===== config.mk =====
export PLATFORM = sky130hd
export DESIGN_NAME = mesh_router_xy_five_port_flat
export DESIGN_NICKNAME = d
export VERILOG_FILES = /design/src/design/mxr_pkg.sv /design/src/design/mxr_in_if.sv /design/src/design/mxr_out_if.sv /design/src/design/mxr_route.sv /design/src/design/mesh_router_xy_five_port.sv /design/src/flat_wrapper.sv
export SDC_FILE = /design/constraint.sdc
export NUM_CORES = 1
export LEC_CHECK = 0
export BUFFER_PORTS_ARGS = -buffer_cell sky130_fd_sc_hd__buf_2
export CORE_MARGIN = 2
export CORE_UTILIZATION = 33
export DETAILED_ROUTE_END_ITERATION = 16
export GPL_TIMING_DRIVEN = 0
export PLACE_DENSITY = 0.5
export SLEW_MARGIN = 30
export SYNTH_ARGS = -nofsm -noshare
export SYNTH_HDL_FRONTEND = slang
export SYNTH_SLANG_ARGS = --single-unit

===== constraint.sdc =====
create_clock -name i_clk -period 14.3 [get_ports i_clk]
set_input_delay 2.145 -clock i_clk [delete_from_list [all_inputs] [get_ports i_clk]]
set_output_delay 2.145 -clock i_clk [all_outputs]
set_load 0.05 [all_outputs]

===== src/design/mxr_pkg.sv =====
// ----------------------------------------------------------------------------
// mxr_pkg: shared definitions of the five-port mesh router
// Port and command codes, register indexes, default widths and the
// arbitration/route decision that travels between the router modules.
// ----------------------------------------------------------------------------
package mxr_pkg;

    localparam int NUM_PORTS        = 5;
    localparam int PORT_BITS        = 3;
    localparam int DEF_COORD_BITS   = 16;
    localparam int DEF_PAYLOAD_BITS = 64;
    localparam int CFG_IDX_BITS     = 2;

    typedef enum logic [PORT_BITS-1:0] {
        PORT_LEFT  = 3'd0,
        PORT_RIGHT = 3'd1,
        PORT_UP    = 3'd2,
        PORT_DOWN  = 3'd3,
        PORT_LOCAL = 3'd4
    } t_port;

    typedef enum logic {
        CMD_RECEIVE = 1'b0,
        CMD_TICK    = 1'b1
    } t_cmd;

    localparam logic [CFG_IDX_BITS-1:0] CFG_NODE_X    = 2'd0;
    localparam logic [CFG_IDX_BITS-1:0] CFG_NODE_Y    = 2'd1;
    localparam logic [CFG_IDX_BITS-1:0] CFG_PORT_CONN = 2'd2;

    // Outcome of one arbitration and route computation.
    typedef struct packed {
        logic                 found;       // some buffer holds a packet
        logic [PORT_BITS-1:0] sel;         // buffer that won arbitration
        t_port                route;       // output port of its packet
        logic                 unconnected; // route leads to an unconnected port
        logic                 blocked;     // connected, but downstream refuses
    } t_route_dec;

endpackage


===== src/design/mxr_in_if.sv =====
// ----------------------------------------------------------------------------
// mxr_in_if: input channel of the mesh router
// Valid/ready channel that carries receive and tick items.
// ----------------------------------------------------------------------------
interface mxr_in_if #(
    parameter int COORD_BITS   = 16,
    parameter int PAYLOAD_BITS = 64
);
    logic                    valid;
    logic                    ready;
    logic                    command;
    logic [2:0]              in_port;
    logic [COORD_BITS-1:0]   dest_x;
    logic [COORD_BITS-1:0]   dest_y;
    logic [PAYLOAD_BITS-1:0] payload;
    logic [4:0]              downstream_busy;

    modport source (
        output valid, command, in_port, dest_x, dest_y, payload, downstream_busy,
        input  ready
    );
    modport sink (
        input  valid, command, in_port, dest_x, dest_y, payload, downstream_busy,
        output ready
    );
endinterface


===== src/design/mxr_out_if.sv =====
// ----------------------------------------------------------------------------
// mxr_out_if: result channel of the mesh router
// Valid/ready channel that carries one result item per input item.
// ----------------------------------------------------------------------------
interface mxr_out_if #(
    parameter int COORD_BITS   = 16,
    parameter int PAYLOAD_BITS = 64
);
    logic                    valid;
    logic                    ready;
    logic                    receive_refused;
    logic                    sent;
    logic [2:0]              out_port;
    logic [COORD_BITS-1:0]   out_dest_x;
    logic [COORD_BITS-1:0]   out_dest_y;
    logic [PAYLOAD_BITS-1:0] out_payload;
    logic                    route_error;

    modport source (
        output valid, receive_refused, sent, out_port, out_dest_x, out_dest_y,
               out_payload, route_error,
        input  ready
    );
    modport sink (
        input  valid, receive_refused, sent, out_port, out_dest_x, out_dest_y,
               out_payload, route_error,
        output ready
    );
endinterface


===== src/design/mxr_route.sv =====
// ----------------------------------------------------------------------------
// mxr_route: rotating arbiter and Y-then-X route computation
// Picks the first full buffer from the priority pointer and decides where
// its packet goes and whether that port can take it now.
// ----------------------------------------------------------------------------
module mxr_route
    import mxr_pkg::*;
#(
    parameter int COORD_BITS = DEF_COORD_BITS
) (
    input  logic [NUM_PORTS-1:0]  i_full,
    input  logic [COORD_BITS-1:0] i_buf_x [NUM_PORTS],
    input  logic [COORD_BITS-1:0] i_buf_y [NUM_PORTS],
    input  logic [PORT_BITS-1:0]  i_ptr,
    input  logic [COORD_BITS-1:0] i_node_x,
    input  logic [COORD_BITS-1:0] i_node_y,
    input  logic [NUM_PORTS-1:0]  i_connected,
    input  logic [NUM_PORTS-1:0]  i_busy,
    output t_route_dec            o_dec
);

    logic [PORT_BITS:0]    w_sum;
    logic [PORT_BITS-1:0]  w_idx;
    logic                  w_found;
    logic [PORT_BITS-1:0]  w_sel;
    logic [COORD_BITS-1:0] w_dx;
    logic [COORD_BITS-1:0] w_dy;
    t_port                 w_route;

    // Rotating priority scan over the five buffers.
    always_comb begin
        w_found = 1'b0;
        w_sel   = '0;
        w_sum   = '0;
        w_idx   = '0;
        for (int i = 0; i < NUM_PORTS; i++) begin
            w_sum = {1'b0, i_ptr} + (PORT_BITS+1)'(i);
            if (w_sum >= (PORT_BITS+1)'(NUM_PORTS)) begin
                w_sum = w_sum - (PORT_BITS+1)'(NUM_PORTS);
            end
            w_idx = w_sum[PORT_BITS-1:0];
            if (!w_found && i_full[w_idx]) begin
                w_found = 1'b1;
                w_sel   = w_idx;
            end
        end
    end

    assign w_dx = i_buf_x[w_sel];
    assign w_dy = i_buf_y[w_sel];

    always_comb begin
        priority if (w_dx == i_node_x && w_dy == i_node_y) begin
            w_route = PORT_LOCAL;
        end else if (w_dy < i_node_y) begin
            w_route = PORT_DOWN;
        end else if (w_dy > i_node_y) begin
            w_route = PORT_UP;
        end else if (w_dx < i_node_x) begin
            w_route = PORT_LEFT;
        end else begin
            w_route = PORT_RIGHT;
        end
    end

    always_comb begin
        o_dec.found       = w_found;
        o_dec.sel         = w_sel;
        o_dec.route       = w_route;
        o_dec.unconnected = !i_connected[w_route];
        o_dec.blocked     = i_connected[w_route] && i_busy[w_route];
    end

endmodule


===== src/design/mesh_router_xy_five_port.sv =====
// ----------------------------------------------------------------------------
// mesh_router_xy_five_port: five-port mesh router node, Y-then-X routing
//
//   channel  direction  handshake      contents
//   i_in     in         valid/ready    receive or tick item
//   o_out    out        valid/ready    one result item per input item
//   i_cfg_*  in         write enable   node_x, node_y, port_connected
//
// An item is taken into an input register, then arbitrated, routed and
// written to the result register; one item per cycle sustained while the
// result channel is not stalled. The input register advances whenever the
// result register is empty or being taken, so a stalled result holds at
// most two items inside. Reset empties all buffers and clears the pointer,
// the valid flags and the configuration; buffer contents are not reset.
// ----------------------------------------------------------------------------
module mesh_router_xy_five_port
    import mxr_pkg::*;
#(
    parameter int COORD_BITS   = DEF_COORD_BITS,
    parameter int PAYLOAD_BITS = DEF_PAYLOAD_BITS
) (
    input  logic                     i_clk,
    input  logic                     i_rst_n,
    mxr_in_if.sink                   i_in,
    mxr_out_if.source                o_out,
    input  logic                     i_cfg_we,
    input  logic [CFG_IDX_BITS-1:0]  i_cfg_idx,
    input  logic [((COORD_BITS > NUM_PORTS) ? COORD_BITS : NUM_PORTS)-1:0] i_cfg_wdata
);

    // Configuration registers.
    logic [COORD_BITS-1:0]   r_node_x;
    logic [COORD_BITS-1:0]   r_node_y;
    logic [NUM_PORTS-1:0]    r_connected;

    // Input register.
    logic                    r_in_valid;
    t_cmd                    r_in_cmd;
    logic [PORT_BITS-1:0]    r_in_port;
    logic [COORD_BITS-1:0]   r_in_dx;
    logic [COORD_BITS-1:0]   r_in_dy;
    logic [PAYLOAD_BITS-1:0] r_in_payload;
    logic [NUM_PORTS-1:0]    r_in_busy;

    // Packet buffers and arbitration state.
    logic [NUM_PORTS-1:0]    r_full;
    logic [NUM_PORTS-1:0]    n_full;
    logic [COORD_BITS-1:0]   r_buf_x [NUM_PORTS];
    logic [COORD_BITS-1:0]   r_buf_y [NUM_PORTS];
    logic [PAYLOAD_BITS-1:0] r_buf_payload [NUM_PORTS];
    logic [PORT_BITS-1:0]    r_ptr;
    logic [PORT_BITS-1:0]    n_ptr;

    // Result register.
    logic                    r_out_valid;
    logic                    r_out_refused;
    logic                    n_out_refused;
    logic                    r_out_sent;
    logic                    n_out_sent;
    logic [PORT_BITS-1:0]    r_out_port;
    logic [PORT_BITS-1:0]    n_out_port;
    logic [COORD_BITS-1:0]   r_out_dx;
    logic [COORD_BITS-1:0]   n_out_dx;
    logic [COORD_BITS-1:0]   r_out_dy;
    logic [COORD_BITS-1:0]   n_out_dy;
    logic [PAYLOAD_BITS-1:0] r_out_payload;
    logic [PAYLOAD_BITS-1:0] n_out_payload;
    logic                    r_out_err;
    logic                    n_out_err;

    logic                    w_load_out;
    logic                    w_fire;
    logic                    w_store;
    t_route_dec              w_dec;

    assign w_load_out = !r_out_valid || o_out.ready;
    assign w_fire     = r_in_valid && w_load_out;
    assign i_in.ready = !r_in_valid || w_load_out;

    // A receive is stored only on a real port whose buffer is empty.
    assign w_store = (r_in_cmd == CMD_RECEIVE) &&
                     (r_in_port < PORT_BITS'(NUM_PORTS)) && !r_full[r_in_port];

    always_ff @(posedge i_clk) begin
        if (!i_rst_n) begin
            r_node_x    <= '0;
            r_node_y    <= '0;
            r_connected <= '0;
        end else if (i_cfg_we) begin
            unique case (i_cfg_idx)
                CFG_NODE_X:    r_node_x    <= i_cfg_wdata[COORD_BITS-1:0];
                CFG_NODE_Y:    r_node_y    <= i_cfg_wdata[COORD_BITS-1:0];
                CFG_PORT_CONN: r_connected <= i_cfg_wdata[NUM_PORTS-1:0];
                default:       ;
            endcase
        end
    end

    always_ff @(posedge i_clk) begin
        if (!i_rst_n) begin
            r_in_valid <= 1'b0;
        end else if (i_in.valid && i_in.ready) begin
            r_in_valid <= 1'b1;
        end else if (w_fire) begin
            r_in_valid <= 1'b0;
        end
    end

    always_ff @(posedge i_clk) begin
        if (i_in.valid && i_in.ready) begin
            r_in_cmd     <= t_cmd'(i_in.command);
            r_in_port    <= i_in.in_port;
            r_in_dx      <= i_in.dest_x;
            r_in_dy      <= i_in.dest_y;
            r_in_payload <= i_in.payload;
            r_in_busy    <= i_in.downstream_busy;
        end
    end

    mxr_route #(
        .COORD_BITS (COORD_BITS)
    ) u_route (
        .i_full      (r_full),
        .i_buf_x     (r_buf_x),
        .i_buf_y     (r_buf_y),
        .i_ptr       (r_ptr),
        .i_node_x    (r_node_x),
        .i_node_y    (r_node_y),
        .i_connected (r_connected),
        .i_busy      (r_in_busy),
        .o_dec       (w_dec)
    );

    always_comb begin
        n_full        = r_full;
        n_ptr         = r_ptr;
        n_out_refused = 1'b0;
        n_out_sent    = 1'b0;
        n_out_port    = '0;
        n_out_dx      = '0;
        n_out_dy      = '0;
        n_out_payload = '0;
        n_out_err     = 1'b0;
        unique case (r_in_cmd)
            CMD_RECEIVE: begin
                n_out_refused = !w_store;
                if (w_store) begin
                    n_full[r_in_port] = 1'b1;
                end
            end
            CMD_TICK: begin
                if (w_dec.found) begin
                    n_out_port = w_dec.route;
                    priority if (w_dec.unconnected) begin
                        n_out_err = 1'b1;
                    end else if (w_dec.blocked) begin
                        n_ptr = (r_ptr == PORT_BITS'(NUM_PORTS - 1)) ? '0 : r_ptr + 1'b1;
                    end else begin
                        n_out_sent          = 1'b1;
                        n_out_dx            = r_buf_x[w_dec.sel];
                        n_out_dy            = r_buf_y[w_dec.sel];
                        n_out_payload       = r_buf_payload[w_dec.sel];
                        n_full[w_dec.sel]   = 1'b0;
                    end
                end
            end
            default: ;
        endcase
    end

    always_ff @(posedge i_clk) begin
        if (!i_rst_n) begin
            r_full <= '0;
            r_ptr  <= '0;
        end else if (w_fire) begin
            r_full <= n_full;
            r_ptr  <= n_ptr;
        end
    end

    always_ff @(posedge i_clk) begin
        if (w_fire && w_store) begin
            r_buf_x[r_in_port]       <= r_in_dx;
            r_buf_y[r_in_port]       <= r_in_dy;
            r_buf_payload[r_in_port] <= r_in_payload;
        end
    end

    always_ff @(posedge i_clk) begin
        if (!i_rst_n) begin
            r_out_valid <= 1'b0;
        end else if (w_load_out) begin
            r_out_valid <= r_in_valid;
        end
    end

    always_ff @(posedge i_clk) begin
        if (w_fire) begin
            r_out_refused <= n_out_refused;
            r_out_sent    <= n_out_sent;
            r_out_port    <= n_out_port;
            r_out_dx      <= n_out_dx;
            r_out_dy      <= n_out_dy;
            r_out_payload <= n_out_payload;
            r_out_err     <= n_out_err;
        end
    end

    assign o_out.valid           = r_out_valid;
    assign o_out.receive_refused = r_out_refused;
    assign o_out.sent            = r_out_sent;
    assign o_out.out_port        = r_out_port;
    assign o_out.out_dest_x      = r_out_dx;
    assign o_out.out_dest_y      = r_out_dy;
    assign o_out.out_payload     = r_out_payload;
    assign o_out.route_error     = r_out_err;

endmodule


===== src/flat_wrapper.sv =====
// flat-port wrapper written by rule: the top's interface ports become plain ports
module mesh_router_xy_five_port_flat import mxr_pkg::*;
#(
    parameter int COORD_BITS   = DEF_COORD_BITS,
    parameter int PAYLOAD_BITS = DEF_PAYLOAD_BITS
)
  (i_clk, i_rst_n, i_cfg_we, i_cfg_idx, i_cfg_wdata, i_in_valid, i_in_command, i_in_in_port, i_in_dest_x, i_in_dest_y, i_in_payload, i_in_downstream_busy, i_in_ready, o_out_valid, o_out_receive_refused, o_out_sent, o_out_out_port, o_out_out_dest_x, o_out_out_dest_y, o_out_out_payload, o_out_route_error, o_out_ready);
  mxr_in_if #(.COORD_BITS(COORD_BITS), .PAYLOAD_BITS(PAYLOAD_BITS)) i_in_i ();
  mxr_out_if #(.COORD_BITS(COORD_BITS), .PAYLOAD_BITS(PAYLOAD_BITS)) o_out_i ();
  input  logic i_clk;
  input  logic i_rst_n;
  input  logic i_cfg_we;
  input  logic [CFG_IDX_BITS-1:0] i_cfg_idx;
  input  logic [((COORD_BITS > NUM_PORTS) ? COORD_BITS : NUM_PORTS)-1:0] i_cfg_wdata;
  input wire logic [$bits(i_in_i.valid)-1:0] i_in_valid;
  input wire logic [$bits(i_in_i.command)-1:0] i_in_command;
  input wire logic [$bits(i_in_i.in_port)-1:0] i_in_in_port;
  input wire logic [$bits(i_in_i.dest_x)-1:0] i_in_dest_x;
  input wire logic [$bits(i_in_i.dest_y)-1:0] i_in_dest_y;
  input wire logic [$bits(i_in_i.payload)-1:0] i_in_payload;
  input wire logic [$bits(i_in_i.downstream_busy)-1:0] i_in_downstream_busy;
  output wire logic [$bits(i_in_i.ready)-1:0] i_in_ready;
  output wire logic [$bits(o_out_i.valid)-1:0] o_out_valid;
  output wire logic [$bits(o_out_i.receive_refused)-1:0] o_out_receive_refused;
  output wire logic [$bits(o_out_i.sent)-1:0] o_out_sent;
  output wire logic [$bits(o_out_i.out_port)-1:0] o_out_out_port;
  output wire logic [$bits(o_out_i.out_dest_x)-1:0] o_out_out_dest_x;
  output wire logic [$bits(o_out_i.out_dest_y)-1:0] o_out_out_dest_y;
  output wire logic [$bits(o_out_i.out_payload)-1:0] o_out_out_payload;
  output wire logic [$bits(o_out_i.route_error)-1:0] o_out_route_error;
  input wire logic [$bits(o_out_i.ready)-1:0] o_out_ready;
  assign i_in_i.valid = i_in_valid;
  assign i_in_i.command = i_in_command;
  assign i_in_i.in_port = i_in_in_port;
  assign i_in_i.dest_x = i_in_dest_x;
  assign i_in_i.dest_y = i_in_dest_y;
  assign i_in_i.payload = i_in_payload;
  assign i_in_i.downstream_busy = i_in_downstream_busy;
  assign i_in_ready = i_in_i.ready;
  assign o_out_valid = o_out_i.valid;
  assign o_out_receive_refused = o_out_i.receive_refused;
  assign o_out_sent = o_out_i.sent;
  assign o_out_out_port = o_out_i.out_port;
  assign o_out_out_dest_x = o_out_i.out_dest_x;
  assign o_out_out_dest_y = o_out_i.out_dest_y;
  assign o_out_out_payload = o_out_i.out_payload;
  assign o_out_route_error = o_out_i.route_error;
  assign o_out_i.ready = o_out_ready;
  mesh_router_xy_five_port #(.COORD_BITS(COORD_BITS), .PAYLOAD_BITS(PAYLOAD_BITS)) u_core (.i_clk(i_clk), .i_rst_n(i_rst_n), .i_in(i_in_i), .o_out(o_out_i), .i_cfg_we(i_cfg_we), .i_cfg_idx(i_cfg_idx), .i_cfg_wdata(i_cfg_wdata));
endmodule

== After elaboration in Yosys (flattened, before gate mapping) ==
Memory sizes are Yosys's and may differ from the RTL's. A register that Yosys moved wholly into a read port is not among the register bits.
Cells that the tools add are included.

* Bits in registers: 350
* Output and inout bits: 104
* RAM bits: 320
* Logic and storage cells: 174
* Memories: 1

{| class="wikitable"
|+ Memory list
! memory !! depth !! bits a word !! read ports !! clocked after Yosys merged registers in !! wr ports !! line !! text
|-
| u_core.r_buf_payload || 5 || 64 || 1 || 1 || 1 || mesh_router_xy_five_port.sv:50 || <nowiki>logic [PAYLOAD_BITS-1:0] r_buf_payload [NUM_PORTS];</nowiki>
|}

* Muxes and demuxes: 61
* Add/sub/neg operators: 10
* Reduce and logical (&&, ||, !) cells: 34
* Bitwise gates (word level): 8
* Eq/ne operators: 9
* Order comparisons: 22

{| class="wikitable"
|+ Operator list
! operator !! count
|-
| $bwmux 80 || 2
|-
| $bmux 16 s3 || 2
|-
| $mux 16 || 5
|-
| $demux 16 s3 || 1
|-
| $mux 3 || 12
|-
| $eq 16x16->1 || 2
|-
| $lt 16x16->1 || 2
|-
| $lt 3x4->1 const B || 8
|-
| $bmux 1 s3 || 8
|-
| $mux 1 || 22
|-
| $mux 5 || 4
|-
| $ge 4x3->1 const B || 4
|-
| $gt 16x16->1 || 1
|-
| $sub 3x3->3 const B || 5
|-
| $logic_and 1x1->1 || 14
|-
| $pmux 5 s2 || 1
|-
| $reduce_and 5->1 || 2
|-
| $add 3x2->4 const B || 2
|-
| $ge 4x4->1 const B || 2
|-
| $logic_not 1->1 || 8
|-
| $not 3->4 || 2
|-
| $reduce_and 2->1 || 4
|-
| $demux 1 s3 || 2
|-
| $ge 3x1->1 const B || 2
|-
| other kinds (21) || 27
|}

== Longest topological paths before layout ==
* Depth after elaboration: 33
* Mapped depth: 32
* Gate-level depth less buffers: 26

== Hierarchy ==
From an unflattened synthesis, not the netlist that was laid out.

* Cell total of the unflattened synthesis: 2063
* Area total of the unflattened synthesis: 30523.0 um^2

{| class="wikitable"
|+ By module, submodules not included
! module !! cells an instance !! area an instance (um^2) !! instances
|-
| mesh_router_xy_five_port || 1552 || 26812.0 || 1
|-
| mxr_route || 511 || 3711.1 || 1
|}

== Least setup slack after synthesis ==
Ideal clock, no wire load.

* Path kind: in2reg
* Start: input port o_out_ready
* End: register u_core.r_full[1]
* Buffers on the path: 0
* Setup time: 0.101 ns
* Stages on the path: 6
* Data arrival time: 10.518 ns
* Setup slack: 3.681 ns
* Cells stage by stage: nor2b_1 nand2b_1 or3_1 nor3b_1 o21ai_0 a31oi_1

* Longest elaborated chain between the ends: 3

{| class="wikitable"
|+ RTL lines
! what !! line !! text
|-
| from (decl) || flat_wrapper.sv:31 || <nowiki>input wire logic [$bits(o_out_i.ready)-1:0] o_out_ready;</nowiki>
|-
| $logic_or 1x1->1 || mesh_router_xy_five_port.sv:76 || <nowiki>assign w_load_out = !r_out_valid || o_out.ready;</nowiki>
|-
| $logic_and 1x1->1 || mesh_router_xy_five_port.sv:77 || <nowiki>assign w_fire = r_in_valid && w_load_out;</nowiki>
|-
| $reduce_and 5->1 (no line) || n/a ||
|-
| to (signal assigned) || mesh_router_xy_five_port.sv:176 || <nowiki>r_full <= n_full;</nowiki>
|-
| to (decl) || mesh_router_xy_five_port.sv:46 || <nowiki>logic [NUM_PORTS-1:0] r_full;</nowiki>
|}

No other way between the ends.
A chain may end at the register's enable or synchronous reset.

== Worst setup path in the final report ==
* Start: register u_core.r_ptr[1]
* End: register u_core.r_out_dy[7] (netlist: u_core.o_out.out_dest_y[7]) (data pin)

{| class="wikitable"
|+ RTL lines
! what !! line !! text
|-
| from (decl) || mesh_router_xy_five_port.sv:51 || <nowiki>logic [PORT_BITS-1:0] r_ptr;</nowiki>
|-
| from (signal assigned) || mesh_router_xy_five_port.sv:177 || <nowiki>r_ptr <= n_ptr;</nowiki>
|-
| branches (longest 16 deep; another with $add 3x1->4) || n/a ||
|-
| $mux 3 * || mxr_route.sv:42 || <nowiki>if (!w_found && i_full[w_idx]) begin</nowiki>
|-
| $not 3->4 (implied by the code) * || mxr_route.sv:50 || <nowiki>assign w_dy = i_buf_y[w_sel];</nowiki>
|-
| $bmux 16 s3 * || mxr_route.sv:50 ||
|-
| $mux 16 (implied by the code) * (2 in series) || mxr_route.sv:50 ||
|-
| named net u_core.u_route.w_dy[9] || mxr_route.sv:27 || <nowiki>logic [COORD_BITS-1:0] w_dy;</nowiki>
|-
| $gt 16x16->1 || mxr_route.sv:57 || <nowiki>end else if (w_dy > i_node_y) begin</nowiki>
|-
| $mux 2 || mxr_route.sv:57 ||
|-
| $mux 2 || mxr_route.sv:55 || <nowiki>end else if (w_dy < i_node_y) begin</nowiki>
|-
| $mux 3 * || mxr_route.sv:53 || <nowiki>priority if (w_dx == i_node_x && w_dy == i_node_y) begin</nowiki>
|-
| $bmux 1 s3 (on tied branches) || mxr_route.sv:70, mxr_route.sv:71 ||
|-
| $mux 1 (on tied branches) || mxr_route.sv:70, mxr_route.sv:71 ||
|-
| $logic_and 1x1->1 / $not 1->1 (equally long branches) || n/a ||
|-
| $reduce_or 4->1 (no line) * || n/a ||
|-
| to (signal assigned) || mesh_router_xy_five_port.sv:203 || <nowiki>r_out_dy <= n_out_dy;</nowiki>
|-
| to (decl) || mesh_router_xy_five_port.sv:64 || <nowiki>logic [COORD_BITS-1:0] r_out_dy;</nowiki>
|}

Mark *: on every way through the listed nets, which the timed path passes. The select of a mux whose other input is x is not followed.

==> out/results.ini <==
[clocking]
htreeDepth = 3
clock-sinks = 734
numCtsBuffers = 81
clk_pin_slew_ps = 60
clock_latency_ps = 660
clock_path_buffers = 3
cts_tree = yes
clock-root-buffer = clkbuf_16
post_cts_buffers = 0
cts_hold_buffers = 0
cts_resized = 0

[global_route]
grt_max_degree = 55
grt_pass1_vias = 17120
grt_pass1_wl_um = 112000
grt.total_usage = 0.169
antenna_found_initial = 9
grt_overflow = 0

[floorplanning]
die_h_um = 298
core_um2 = 85400
pin_count = 232
initial_core_util = 0.334
fp.dieW_um = 298
die_area_um2 = 88800
row_count = 107

[sta]
fmax_mhz = 101
fin_ws_ps = 4430
fin_skew_ps = 58.2
worst_pin_slew_ps = 947
timing_hold_violations_final = 0
timing.hold.ws_ps = 465
relSlewSlack = 0.369
finalCriticalPeriod_ps = 9870
drv_slew = 0
setup_viol = 0
grt_setup_unrepaired = no
finalCritPeriodShare = 0.691

[synthesis]
synth_area_leaders = edfxtp_1 72%, dfxtp_1 3.3%, mux2i_1 3.0%
netlist.area_leader.share = 0.723
synth-seq-cells = 734
ys_warn_count = 0
ys_seq_area_frac = 0.756
yosys.cell_types.count = 82
syn_area_per_cell_um2 = 16.6
synth_top_cell_by_area = edfxtp_1
syn-cell-area_um2 = 28500
postSynthCellCount = 1718
async_reset_ff_frac = 0
synth-main-ff-cell = edfxtp_1
synth_fp_nets = 1888
synth_edf_count = 687

[place]
post_dp_cell_area_um2 = 31900
gp_congestion = 0.828
hpwl_um = 52700
post-place-ws_ps = 4360
io_buffers = 230

[finish]
final_nets = 2265
synthToLayoutAreaGrowth_pct = 20.9
final_area_um2 = 34500
drive_above_1_share = 0.241
layout_common_cells = 687 x edfxtp_1, 275 x buf_2, 111 x nand2_1
final_util = 0.404
final_common_cell = edfxtp_1

[routing]
drtIter0Drc = 1128
detail_route.vias_per_cell = 4.98
drc_errors = 0
ant_nets = 0
wl_per_cell_um = 23.1
wl_um = 76300
drtPass1Iterations = 5
vias = 16454

[outcome]
status = complete, no violations

[setup_path]
worstPathMaxFanout = 10
critPathArrivalTime_ps = 10200
critPathLaunchType = flip-flop
path_class = reg2reg
cp_common_cell = clkbuf_1
end_kind = flip-flop
cp.required_ps = 14630
cpMaxStageDelayCell = clkbuf_1
max_stage_delay_ps = 770

[power_and_ir_drop]
leakagePower_nw = 12.0
irDropWorstVdd_mv = 0.0817
power_mw = 4.66
power_density_nw_per_um2 = 135

[hold_path]
min_path_type = reg2reg

[flow_run]
cap_violations = 0

cell usage after synthesis (5+ instances only):
cell       count
a22oi_1       26
nor2b_1       19
nand3b_1       6
inv_1         40
edfxtp_1     687
o221a_1        7
and2_1         6
and3_1         5
o22a_1        31
o21ai_0       24
nor2_1        50
a21oi_1       64
or3_1          7
o2bb2ai_1     50
nor3_1        35
a2bb2oi_1     15
o21a_1        14
buf_6          7
nand3_1       19
nor3b_1        5
a21boi_0      35
buf_2         45
buf_4         12
nand2b_1       9
mux2i_1       85
a221o_1       50
mux2_2        15
nand2_1      111
a31oi_1        5
ha_1          41
clkbuf_1      25
nand4_1        5
dfxtp_1       47
o32ai_1       22
a21o_1         9
report_power, final:
part | total, mW | internal [mW] | leakage, nW | switching [mW]
clock network | 2.03 | 1.17 | 1.27 | 0.862
registers | 2.42 | 2.39 | 6.66 | 0.0291
logic | 0.206 | 0.0614 | 4.04 | 0.145
cell families after synthesis:
group,count (synthesis),synth area share
DFF,734,0.756
xor gates and xnor gates,4,0.00123
muxes,101,0.0365
and+or+nand+nor,296,0.0511
adders and majority gates,42,0.0187
buffers and inverters,135,0.0232
AOI/OAI and AO/OA,406,0.113
critical path, delay by kind of cell, from the launching register on:
kind	cells	cell delay, ps
buffers and inverters	8	3450
and+or+nand+nor	8	2400
AOI/OAI and AO/OA	8	1810
adders and majority gates	3	890
muxes	2	490
DFF	1	460
sequential cells by signal, indices dropped and copies added (netlist names), 3 cells and up:
register and flops:
u_core.r_node_x 16, u_core.r_full 5, u_core.o_out.out_dest_x 16, u_core.o_out.out_port 3, u_core.r_ptr 3, u_core.r_in_dy 16
u_core.r_in_busy 5, u_core.r_in_dx 16, u_core.r_node_y 16, u_core.r_buf_y 80, u_core.o_out.out_payload 64, u_core.r_connected 5
u_core.r_buf_payload 320, u_core.r_in_port 3, u_core.o_out.out_dest_y 16, u_core.r_in_payload 64, u_core.r_buf_x 80
worst paths after layout:
path	startpoint	end	slack, ps	depth (start not counted)
worst min-delay path	u_core.r_node_x[11]	u_core.r_node_x[11]	460	2
worst max-delay path	u_core.r_ptr[1]	u_core.o_out.out_dest_y[7]	4430	29
worst min register to register	u_core.r_node_x[11]	u_core.r_node_x[11]	460	2
worst max register to register	u_core.r_ptr[1]	u_core.o_out.out_dest_y[7]	4430	29
through the flow:
step	cells	setup TNS, ps
2_1_floorplan	1718	0
3_3_place_gp	3092	-901870
3_5_place_dp	3156	0
4_1_cts	3299	0
5_1_grt	3299	0
6_report	3301	0
layer usage:
metal	GRT usage	part of all wire	routed length (um)	up-vias
li1	-	-	-	7595
met1	0.220	0.43	32900	8264
met2	0.287	0.49	37300	472
met3	0.0354	0.055	4200	113
met4	0.0457	0.024	1840	10
met5	0	0.00089	68	-
cell type report:
cell class                 count  area (um^2)
antenna                        2         5.00
buffer                        93          503
clock buffer                  99         2150
clock inverter                44          452
fill                        7904        50900
inverter                      42          165
multi-input combinational    849         6340
sequential                   734        21600
tap                         1144         1430
timing repair buffer         294         1900
Power figures use the tool's default switching activity.
